**config.mk**
```make
export PLATFORM = sky130hd
export DESIGN_NAME = positional_list_store
export DESIGN_NICKNAME = d
export VERILOG_FILES = /design/src/sv/pls_pkg.sv /design/src/sv/pls_front.sv /design/src/sv/pls_queue.sv /design/src/sv/pls_back.sv /design/src/sv/positional_list_store.sv
export SDC_FILE = /design/constraint.sdc
export NUM_CORES = 2
export LEC_CHECK = 0
export BUFFER_PORTS_ARGS = -buffer_cell sky130_fd_sc_hd__buf_2
export CORE_MARGIN = 1.5
export CORE_UTILIZATION = 30
export CTS_CLUSTER_DIAMETER = 60
export DETAILED_ROUTE_END_ITERATION = 8
export PLACE_DENSITY_LB_ADDON = 0.2
export SLEW_MARGIN = 20
export SYNTH_ARGS = -nofsm -noshare
export SYNTH_HDL_FRONTEND = slang
export SYNTH_SLANG_ARGS = --single-unit
```
**constraint.sdc**
```tcl
create_clock -name clk -period 18.6 [get_ports clk]
set_input_delay 3.72 -clock clk [delete_from_list [all_inputs] [get_ports clk]]
set_output_delay 3.72 -clock clk [all_outputs]
set_load 0.01 [all_outputs]
```
**src/sv/pls_pkg.sv**
```systemverilog
// pls_pkg: shared types and codes for the positional list store
// operation and status codes, decoded command type and the front-to-back command record
// no dependencies
`default_nettype none

package pls_pkg;

  localparam int VALUE_W = 32;
  localparam int POS_W   = 16;
  localparam int COUNT_W = 9;
  localparam int QUEUE_DEPTH = 2;

  // operation codes on the input port
  localparam logic [2:0] OP_INS_END  = 3'd0;
  localparam logic [2:0] OP_INS_HEAD = 3'd1;
  localparam logic [2:0] OP_INS_POS  = 3'd2;
  localparam logic [2:0] OP_DEL_HEAD = 3'd3;
  localparam logic [2:0] OP_DEL_END  = 3'd4;
  localparam logic [2:0] OP_DEL_POS  = 3'd5;

  // status codes on the result port
  localparam logic [1:0] ST_OK    = 2'd0;
  localparam logic [1:0] ST_EMPTY = 2'd1;
  localparam logic [1:0] ST_RANGE = 2'd2;
  localparam logic [1:0] ST_FULL  = 2'd3;

  typedef enum logic [2:0] {
    CMD_INS_END,
    CMD_INS_HEAD,
    CMD_INS_POS,
    CMD_DEL_HEAD,
    CMD_DEL_END,
    CMD_DEL_POS,
    CMD_NOP
  } cmd_kind_t;

  typedef struct packed {
    cmd_kind_t                  kind;
    logic signed [VALUE_W-1:0]  value;
    logic [POS_W-1:0]           position;
    logic                       pos_low;   // position is 0 or 1
    logic                       pos_zero;
  } pls_cmd_t;

endpackage

`default_nettype wire

```
**src/sv/pls_front.sv**
```systemverilog
// pls_front: decodes an incoming item into a command record
// depends on pls_pkg
`default_nettype none

module pls_front (
  input  wire logic [2:0]                       operation,
  input  wire logic signed [pls_pkg::VALUE_W-1:0] value,
  input  wire logic [pls_pkg::POS_W-1:0]        position,
  output pls_pkg::pls_cmd_t                     cmd
);
  import pls_pkg::*;

  always_comb begin
    cmd.value    = value;
    cmd.position = position;
    cmd.pos_zero = (position == '0);
    cmd.pos_low  = (position <= POS_W'(1));
    unique case (operation)
      OP_INS_END:  cmd.kind = CMD_INS_END;
      OP_INS_HEAD: cmd.kind = CMD_INS_HEAD;
      OP_INS_POS:  cmd.kind = CMD_INS_POS;
      OP_DEL_HEAD: cmd.kind = CMD_DEL_HEAD;
      OP_DEL_END:  cmd.kind = CMD_DEL_END;
      OP_DEL_POS:  cmd.kind = CMD_DEL_POS;
      default:     cmd.kind = CMD_NOP;
    endcase
  end

endmodule

`default_nettype wire

```
**src/sv/pls_queue.sv**
```systemverilog
// pls_queue: two-entry command queue between the front and the back
// depends on pls_pkg
`default_nettype none

module pls_queue (
  input  wire logic          clk,
  input  wire logic          rst,
  input  wire logic          wr,
  input  pls_pkg::pls_cmd_t  wr_cmd,
  output logic               full,
  input  wire logic          rd,
  output logic               valid,
  output pls_pkg::pls_cmd_t  rd_cmd
);
  import pls_pkg::*;

  localparam int PTR_W = $clog2(QUEUE_DEPTH);
  localparam int CNT_W = $clog2(QUEUE_DEPTH + 1);

  pls_cmd_t         slots [QUEUE_DEPTH];
  logic [PTR_W-1:0] wptr;
  logic [PTR_W-1:0] rptr;
  logic [CNT_W-1:0] count;

  logic do_wr;
  logic do_rd;

  assign full   = (count == CNT_W'(QUEUE_DEPTH));
  assign valid  = (count != '0);
  assign rd_cmd = slots[rptr];
  assign do_wr  = wr && !full;
  assign do_rd  = rd && valid;

  always_ff @(posedge clk) begin
    if (rst) begin
      wptr  <= '0;
      rptr  <= '0;
      count <= '0;
    end else begin
      if (do_wr) wptr <= wptr + PTR_W'(1);
      if (do_rd) rptr <= rptr + PTR_W'(1);
      priority if (do_wr && !do_rd) count <= count + CNT_W'(1);
      else if (do_rd && !do_wr) count <= count - CNT_W'(1);
    end
  end

  always_ff @(posedge clk) begin
    if (do_wr) slots[wptr] <= wr_cmd;
  end

endmodule

`default_nettype wire

```
**src/sv/pls_back.sv**
```systemverilog
// pls_back: shift-cell list storage, command execution and result register
// depends on pls_pkg
`default_nettype none

module pls_back #(
  parameter int DEPTH = 16
) (
  input  wire logic                              clk,
  input  wire logic                              rst,
  input  wire logic                              cmd_valid,
  input  pls_pkg::pls_cmd_t                      cmd,
  output logic                                   cmd_take,
  output logic                                   res_valid,
  input  wire logic                              res_pop,
  output logic [1:0]                             res_status,
  output logic signed [pls_pkg::VALUE_W-1:0]     res_removed,
  output logic [pls_pkg::COUNT_W-1:0]            res_count
);
  import pls_pkg::*;

  localparam int IW = (DEPTH > 1) ? $clog2(DEPTH) : 1;
  localparam int CW = $clog2(DEPTH + 1);

  logic signed [VALUE_W-1:0] cells [DEPTH];
  logic [CW-1:0]             occ;
  logic [CW-1:0]             occ_next;

  logic          do_ins;
  logic          do_del;
  logic [IW-1:0] idx;
  logic [1:0]    status;
  logic          is_full;
  logic          is_empty;
  logic          pos_over;   // position beyond the count

  assign cmd_take = cmd_valid && (!res_valid || res_pop);
  assign is_full  = (occ == CW'(DEPTH));
  assign is_empty = (occ == '0);
  assign pos_over = (cmd.position > POS_W'(occ));

  always_comb begin
    do_ins = 1'b0;
    do_del = 1'b0;
    idx    = '0;
    status = ST_OK;
    unique case (cmd.kind)
      CMD_INS_END, CMD_INS_HEAD, CMD_INS_POS: begin
        if (is_full) begin
          status = ST_FULL;
        end else begin
          do_ins = 1'b1;
          priority if (cmd.kind == CMD_INS_END) idx = IW'(occ);
          else if (cmd.kind == CMD_INS_HEAD || is_empty || cmd.pos_low) idx = '0;
          else if (pos_over) idx = IW'(occ);
          else idx = IW'(cmd.position - POS_W'(1));
        end
      end
      CMD_DEL_HEAD, CMD_DEL_END, CMD_DEL_POS: begin
        if (is_empty) begin
          status = ST_EMPTY;
        end else if (cmd.kind == CMD_DEL_HEAD) begin
          do_del = 1'b1;
        end else if (cmd.kind == CMD_DEL_END) begin
          do_del = 1'b1;
          idx    = IW'(occ - CW'(1));
        end else if (cmd.pos_zero || pos_over) begin
          status = ST_RANGE;
        end else begin
          do_del = 1'b1;
          idx    = IW'(cmd.position - POS_W'(1));
        end
      end
      default: ;
    endcase
  end

  always_comb begin
    occ_next = occ;
    if (do_ins) occ_next = occ + CW'(1);
    else if (do_del) occ_next = occ - CW'(1);
  end

  // every cell picks its own, new, left or right value in parallel
  for (genvar g = 0; g < DEPTH; g++) begin : g_cell
    logic signed [VALUE_W-1:0] left;
    logic signed [VALUE_W-1:0] right;
    logic signed [VALUE_W-1:0] cell_next;

    if (g == 0) begin : g_first
      assign left = cmd.value;
    end else begin : g_mid
      assign left = cells[g-1];
    end
    if (g == DEPTH - 1) begin : g_last
      assign right = cells[g];
    end else begin : g_inner
      assign right = cells[g+1];
    end

    always_comb begin
      cell_next = cells[g];
      if (do_ins) begin
        if (IW'(g) == idx) cell_next = cmd.value;
        else if (IW'(g) > idx) cell_next = left;
      end else if (do_del) begin
        if (IW'(g) >= idx) cell_next = right;
      end
    end

    always_ff @(posedge clk) begin
      if (cmd_take && (do_ins || do_del)) cells[g] <= cell_next;
    end
  end

  always_ff @(posedge clk) begin
    if (rst) begin
      occ       <= '0;
      res_valid <= 1'b0;
    end else begin
      if (cmd_take) begin
        occ       <= occ_next;
        res_valid <= 1'b1;
      end else if (res_pop) begin
        res_valid <= 1'b0;
      end
    end
  end

  always_ff @(posedge clk) begin
    if (cmd_take) begin
      res_status  <= status;
      res_removed <= do_del ? cells[idx] : '0;
      res_count   <= COUNT_W'(occ_next);
    end
  end

endmodule

`default_nettype wire

```
**src/sv/positional_list_store.sv**
```systemverilog
// positional_list_store: ordered list with insert and delete at head, end or position
// accepted items pass the command queue, then the result register, to the result ports
// one item per cycle unless the result side stalls; all list cells shift in parallel
// a two-entry command queue parts the decode front from the list back
// reset (rst, synchronous) clears list, queue and result; stored values stay undefined
// depends on pls_pkg, pls_front, pls_queue, pls_back
`default_nettype none

module positional_list_store #(
  parameter int DEPTH = 16
) (
  input  wire logic                              clk,
  input  wire logic                              rst,
  input  wire logic                              push,
  output logic                                   full,
  input  wire logic [2:0]                        operation,
  input  wire logic signed [pls_pkg::VALUE_W-1:0] value,
  input  wire logic [pls_pkg::POS_W-1:0]         position,
  output logic                                   empty,
  input  wire logic                              pop,
  output logic [1:0]                             status,
  output logic signed [pls_pkg::VALUE_W-1:0]     removed_value,
  output logic [pls_pkg::COUNT_W-1:0]            entry_count
);
  import pls_pkg::*;

  pls_cmd_t front_cmd;
  pls_cmd_t back_cmd;
  logic     q_valid;
  logic     q_take;
  logic     res_valid;

  pls_front u_front (
    .operation (operation),
    .value     (value),
    .position  (position),
    .cmd       (front_cmd)
  );

  pls_queue u_queue (
    .clk    (clk),
    .rst    (rst),
    .wr     (push),
    .wr_cmd (front_cmd),
    .full   (full),
    .rd     (q_take),
    .valid  (q_valid),
    .rd_cmd (back_cmd)
  );

  pls_back #(
    .DEPTH (DEPTH)
  ) u_back (
    .clk         (clk),
    .rst         (rst),
    .cmd_valid   (q_valid),
    .cmd         (back_cmd),
    .cmd_take    (q_take),
    .res_valid   (res_valid),
    .res_pop     (pop),
    .res_status  (status),
    .res_removed (removed_value),
    .res_count   (entry_count)
  );

  assign empty = !res_valid;

endmodule

`default_nettype wire

```
Yosys cells after proc, flatten, opt, wreduce, memory -nomap -nowiden
Memories as Yosys holds them, arrays and structs flattened. A register that Yosys moved wholly into a read port is not among the register bits.
Index checks and enable logic that the tools add are counted.
{"block": "op_classes", "add_sub_neg": 7, "eq_ne": 27, "n_reduce_logical": 26, "n_mux": 113, "magnitude_cmp": 33}
{"op": "$mux 32", "n": 78}
{"op": "$eq 4x4->1 const A", "n": 8}
{"op": "$gt 4x4->1 const A", "n": 8}
{"op": "$mux 4", "n": 8}
{"op": "$ge 4x4->1 const A", "n": 7}
{"op": "$pmux 3 s6", "n": 1}
{"op": "$eq 3x4->1 const A", "n": 4}
{"op": "$ge 3x4->1 const A", "n": 4}
{"op": "$gt 16x5->1", "n": 1}
{"op": "$gt 3x4->1 const A", "n": 4}
{"op": "$le 16x1->1 const B", "n": 1}
{"op": "$logic_not 16->1", "n": 1}
{"op": "$mux 1", "n": 15}
{"op": "$mux 2", "n": 7}
{"op": "$eq 3x2->1 const B", "n": 4}
{"op": "$eq 3x3->1 const B", "n": 4}
{"op": "$mux 5", "n": 2}
{"op": "$eq 2x4->1 const A", "n": 2}
{"op": "$ge 1x4->1 const A", "n": 2}
{"op": "$ge 2x4->1 const A", "n": 2}
{"op": "$gt 1x4->1 const A", "n": 2}
{"op": "$gt 2x4->1 const A", "n": 2}
{"op": "$pmux 4 s2", "n": 1}
{"op": "$eq 3x1->1 const B", "n": 2}
{"op": "other kinds (18)", "n": 36}
{"block": "word_totals", "in_bits": 55, "n_memories": 2, "register_bits": 17, "ram_bits": 618, "elab_cells": 215}
{"memory": "u_back.cells", "words": 16, "width": 32, "rd": 17, "rd_ports_with_merged_regs": 1, "wr": 16, "line": "pls_back.sv:24", "rtl": "logic signed [VALUE_W-1:0] cells [DEPTH];"}
{"memory": "u_queue.slots", "words": 2, "width": 53, "rd": 1, "rd_ports_with_merged_regs": 1, "wr": 1, "line": "pls_queue.sv:20", "rtl": "pls_cmd_t slots [QUEUE_DEPTH];"}

Logic depth before layout (Yosys ltp)
{"block": "logic_depth", "word_depth": 11, "mapped_depth": 21}

By module
Synthesis repeated with hierarchy kept, for this count alone.
{"block": "unflattened", "hier_cells": 3366, "hier_area_um2": 37059.3}
{"module": "pls_back", "instances": 1, "area_per_inst_um2": 32595.0, "cells_each": 3116}
{"module": "pls_queue", "instances": 1, "area_per_inst_um2": 4040.1, "cells_each": 190}
{"module": "pls_front", "instances": 1, "area_per_inst_um2": 420.4, "cells_each": 59}
{"module": "positional_list_store", "instances": 1, "area_per_inst_um2": 3.8, "cells_each": 1}

Worst setup path after synthesis
OpenSTA, ideal clock, no wires.
{"block": "synth_timing", "path_kind": "input -> register", "startpoint": "in pop", "endpoint": "mem u_back.cells[10][0] (enable)", "path_stages": 6, "setup_slack_ns": 10.190, "n_path_buf": 1, "t_arrival_ns": 7.929, "required_time_ns": 18.120, "cell_sequence": "nand2b_1 -> o21ai_0 -> inv_1 -> o21ai_0 -> clkbuf_1 -> a311oi_1"}
{"item": "from (decl)", "line": "positional_list_store.sv:20", "rtl": "input wire logic pop,"}
{"item": "to (decl)", "line": "pls_back.sv:24"}

==> impl_metrics.py <==
metrics = {
    "yosys": {
        "synth-seq-cells": 668,
        "post_synth_top_flop": "edfxtp_1",
        "synth_commonest_cells": "657 x edfxtp_1, 482 x a221o_1, 474 x nor2_1, 243 x clkbuf_1, 203 x nand2_1",
        "synth_top_family_by_area": "compound AO/OA/AOI/OAI gates",
        "syn-mean-instance-area_sq_um": 11.91,
        "post_synth_num_cell_types": 65,
        "asyncSetResetFlopFracSynth_pct": 0,
        "mapped_cell_area_sq_um": 34170,
        "synth_seq_area_share_pct": 58.38,
        "yosysTopAreaCell": "edfxtp_1",
        "yosysWarnings": 0,
        "post_synth_xor_area_fraction_pct": 0.3332,
        "yosys.area_share.simple_pct": 11.68,
        "synth_top_area_share_pct": 57.73,
        "synth_enable_flop_cells": 657,
        "yosys.cell_count.top_type": "edfxtp_1",
        "post_synth_mux_area_share_pct": 5.360,
        "synth_compound_gate_area_share_pct": 20.01,
        "ys_top_cells_by_area": "edfxtp_1 58%, a221o_1 14%, nor2_1 5.2%, mux2i_1 3.0%, clkbuf_1 2.7%",
        "post_synth_fa_ha_maj_area_fraction_pct": 0.3295,
        "postSynthCellCount": 2869,
    },
    "layout": {
        "area_delta_synth_final_pct": 13.76,
        "final_nets": 2890,
        "finalInstanceArea_sq_um": 38870,
        "drive_gt1_share_pct": 14.28,
    },
    "timing": {
        "final-setup-viol-count": 0,
        "maxClockFrequency_mhz": 149.7,
        "final_min_period_over_clock_period_pct": 35.91,
        "final-max-slew-violation-count": 0,
        "final.min_clock_period_ns": 6.679,
        "whs_ns": 0.5144,
        "setup_tns_ns": 0,
        "grt_setup_unrepaired": "no",
        "final_hold_viol_count": 0,
        "worst_slew_pin_slew_ns": 1.111,
        "timing.clock.skew_ns": 0.02225,
        "postLayoutSetupSlackWorst_ns": 11.92,
        "slew_headroom_pct": 25.93,
    },
    "grt": {
        "overflow": 0,
        "grt_pass1_wl_um": 186900,
        "grt_util_all_layers_pct": 21.62,
        "grt_antenna_before_repair": 1,
        "maximum_number_of_pins_on_one_net_before_global_route_repair": 221,
        "first_global_vias": 26420,
    },
    "route": {
        "drtAntennaViolNets": 0,
        "routed_wire_length_per_instance_um": 29.52,
        "drc": 0,
        "drtPass1Iterations": 7,
        "num_vias": 26840,
        "postRouteWirelength_um": 129500,
        "drt_first_iter_violations": 3425,
        "post_drt_via_cell_ratio": 6.117,
    },
    "setup_path": {
        "required_ns": 19.12,
        "critPathKind": "reg2reg",
        "worst_setup_path_start_kind": "flop",
        "crit_path_max_fanout": 33,
        "crit_arrival_ns": 7.20,
        "critical_path.endpoint_type": "flop",
    },
    "die": {
        "start_util_pct": 30.33,
        "design.portCount": 100,
        "height_of_the_die_um": 340.5,
        "dieWidth_um": 340.5,
        "placementRows": 123,
        "core_area_sq_um": 112700,
        "die_area_sq_um": 115900,
    },
    "clock_tree": {
        "ctsResizeCount": 0,
        "numCtsBuffers": 82,
        "cts.sinks": 668,
        "clock_insertion_delay_worst_skew_ns": 0.66,
        "tritoncts": "built",
        "cts_setup_buffers": 0,
        "ctsHoldBuffers": 0,
        "cts-htree-levels": 3,
        "worst_setup_hold_path_clk_slew_ns": 0.06,
        "cts_buffer_depth": 3,
        "cts_root_buf": "clkbuf_16",
    },
    "power_and_ir_drop": {
        "peakVddDrop_uv": 142.8,
        "power_density_nw_per_um2": 192.1,
        "static-leakage-power_nw": 13.47,
    },
    "placement": {
        "gp_congestion": 0.8735,
        "post_dp_cell_area_sq_um": 36220,
        "dp.final_hpwl_um": 76480,
        "io_buffer_count": 95,
        "preCtsSetupSlack_ns": 11.81,
    },
    "status": {
        "outcome": "finished, final reports clean",
    },
    "job": {
        "drv_cap": 0,
    },
    "worst_hold_path": {
        "holdCritPathClass": "reg2reg",
    },
}
==> final timing paths <==
| path | from | endpoint | cells after the start | slack, ns |
|---|---|---|---|---|
| hold / removal | u_queue.rptr | flop | 2 | 0.51 |
| setup reg to reg | flop | u_back.cells[2][31] | 17 | 11.92 |
| hold reg to reg | u_queue.rptr | flop | 2 | 0.51 |
| setup / recovery | flop | u_back.cells[2][31] | 17 | 11.92 |
==> cells by family after synthesis <==
group	Yosys count
xor+xnor	13
simple gates	913
compound gates	771
mux	174
flops	668
buf+inv	320
fa+ha+maj	9
other cells	1
==> placed cells by master, fill, tap and decap left out, types with 4 or more instances in the layout <==
cell / Yosys / layout
mux2i_1: 104 / 103
and3_1: 67 / 66
bufinv_16: 0 / 7
nand2_1: 203 / 203
clkinv_2: 0 / 11
nor4_1: 9 / 9
nand2b_1: 37 / 37
buf_2: 40 / 95
xnor2_1: 9 / 9
nand4_1: 7 / 7
nor2_4: 1 / 12
nor2_1: 474 / 463
ha_1: 9 / 9
a21oi_1: 49 / 43
a221o_1: 482 / 482
edfxtp_1: 657 / 657
mux2_2: 64 / 64
o21ai_0: 73 / 71
a32o_1: 32 / 32
a21oi_4: 0 / 6
xor2_1: 4 / 4
inv_1: 14 / 13
conb_1: 1 / 4
clkbuf_1: 243 / 17
o211ai_1: 65 / 65
and2_1: 11 / 10
buf_4: 10 / 76
dfxtp_1: 11 / 10
nand3_1: 74 / 72
clkinv_1: 0 / 10
or3_1: 7 / 6
mux2_1: 5 / 5
clkbuf_16: 0 / 84
inv_6: 0 / 6
o32ai_1: 32 / 32
==> cell type report <==
class                   count  area (sq um)
diodes                      3         7.507
flip-flops and latches    668         19950
clock inverters            42         446.7
clock buffers             101          2166
multi-input cells        1884         13240
fillers                 11040         73780
well taps                1500          1877
inverters                  14         52.55
repair buffers            176          1129
==> sequential cells by signal, indices dropped and copies added (netlist names), named ones only <==
| signal | cells |
|---|---|
| u_back.res_valid | 1 |
| u_back.res_removed | 32 |
| u_queue.count | 2 |
| u_queue.wptr | 1 |
| u_queue.rptr | 1 |
| u_queue.slots | 106 |
| u_back.occ | 5 |
| u_back.res_status | 2 |
| u_back.res_count | 5 |
| u_back.cells | 512 |
==> metal layers <==
layer	vias to the layer above	routed length, um	GRT usage, %
met5	-	12	0
met4	2	4476	8.176
met3	257	10550	3.827
met2	1542	59210	34.25
met1	13700	55290	29.47
li1	11340	-	-
==> report_power, final <==
part	switching, mW	internal [mW]	leakage, nW
Combinational	1.98	0.985	6.00
Sequential	0.390	2.52	6.19
Clock	0.671	0.928	1.27
Total	3.04	4.43	13.5
==> critical path, stage by stage (launching register included) <==
cell,delay [ns]
dfxtp_4,0.63
buf_4,0.51
mux2i_1,0.36
inv_1,0.08
ha_1,0.33
and4_1,0.21
nand2_1,0.07
a22o_1,0.23
nor3_4,0.31
mux2i_4,0.27
buf_4,0.51
nand2_2,0.46
buf_4,0.47
nand4_1,0.17
buf_4,0.47
and2_1,0.71
buf_4,0.44
a221o_1,0.21
==> stage by stage <==
step                      power, mW  instances  utilization [%]
after floorplan               4.653       2872                -
after global placement        5.751       4240            32.15
after detailed placement      5.825       4240            32.15
after CTS                     7.439       4383            34.47
after global routing          7.757       4385            34.50
final                         7.469       4388            34.51
(Power assumes the default switching activity.)
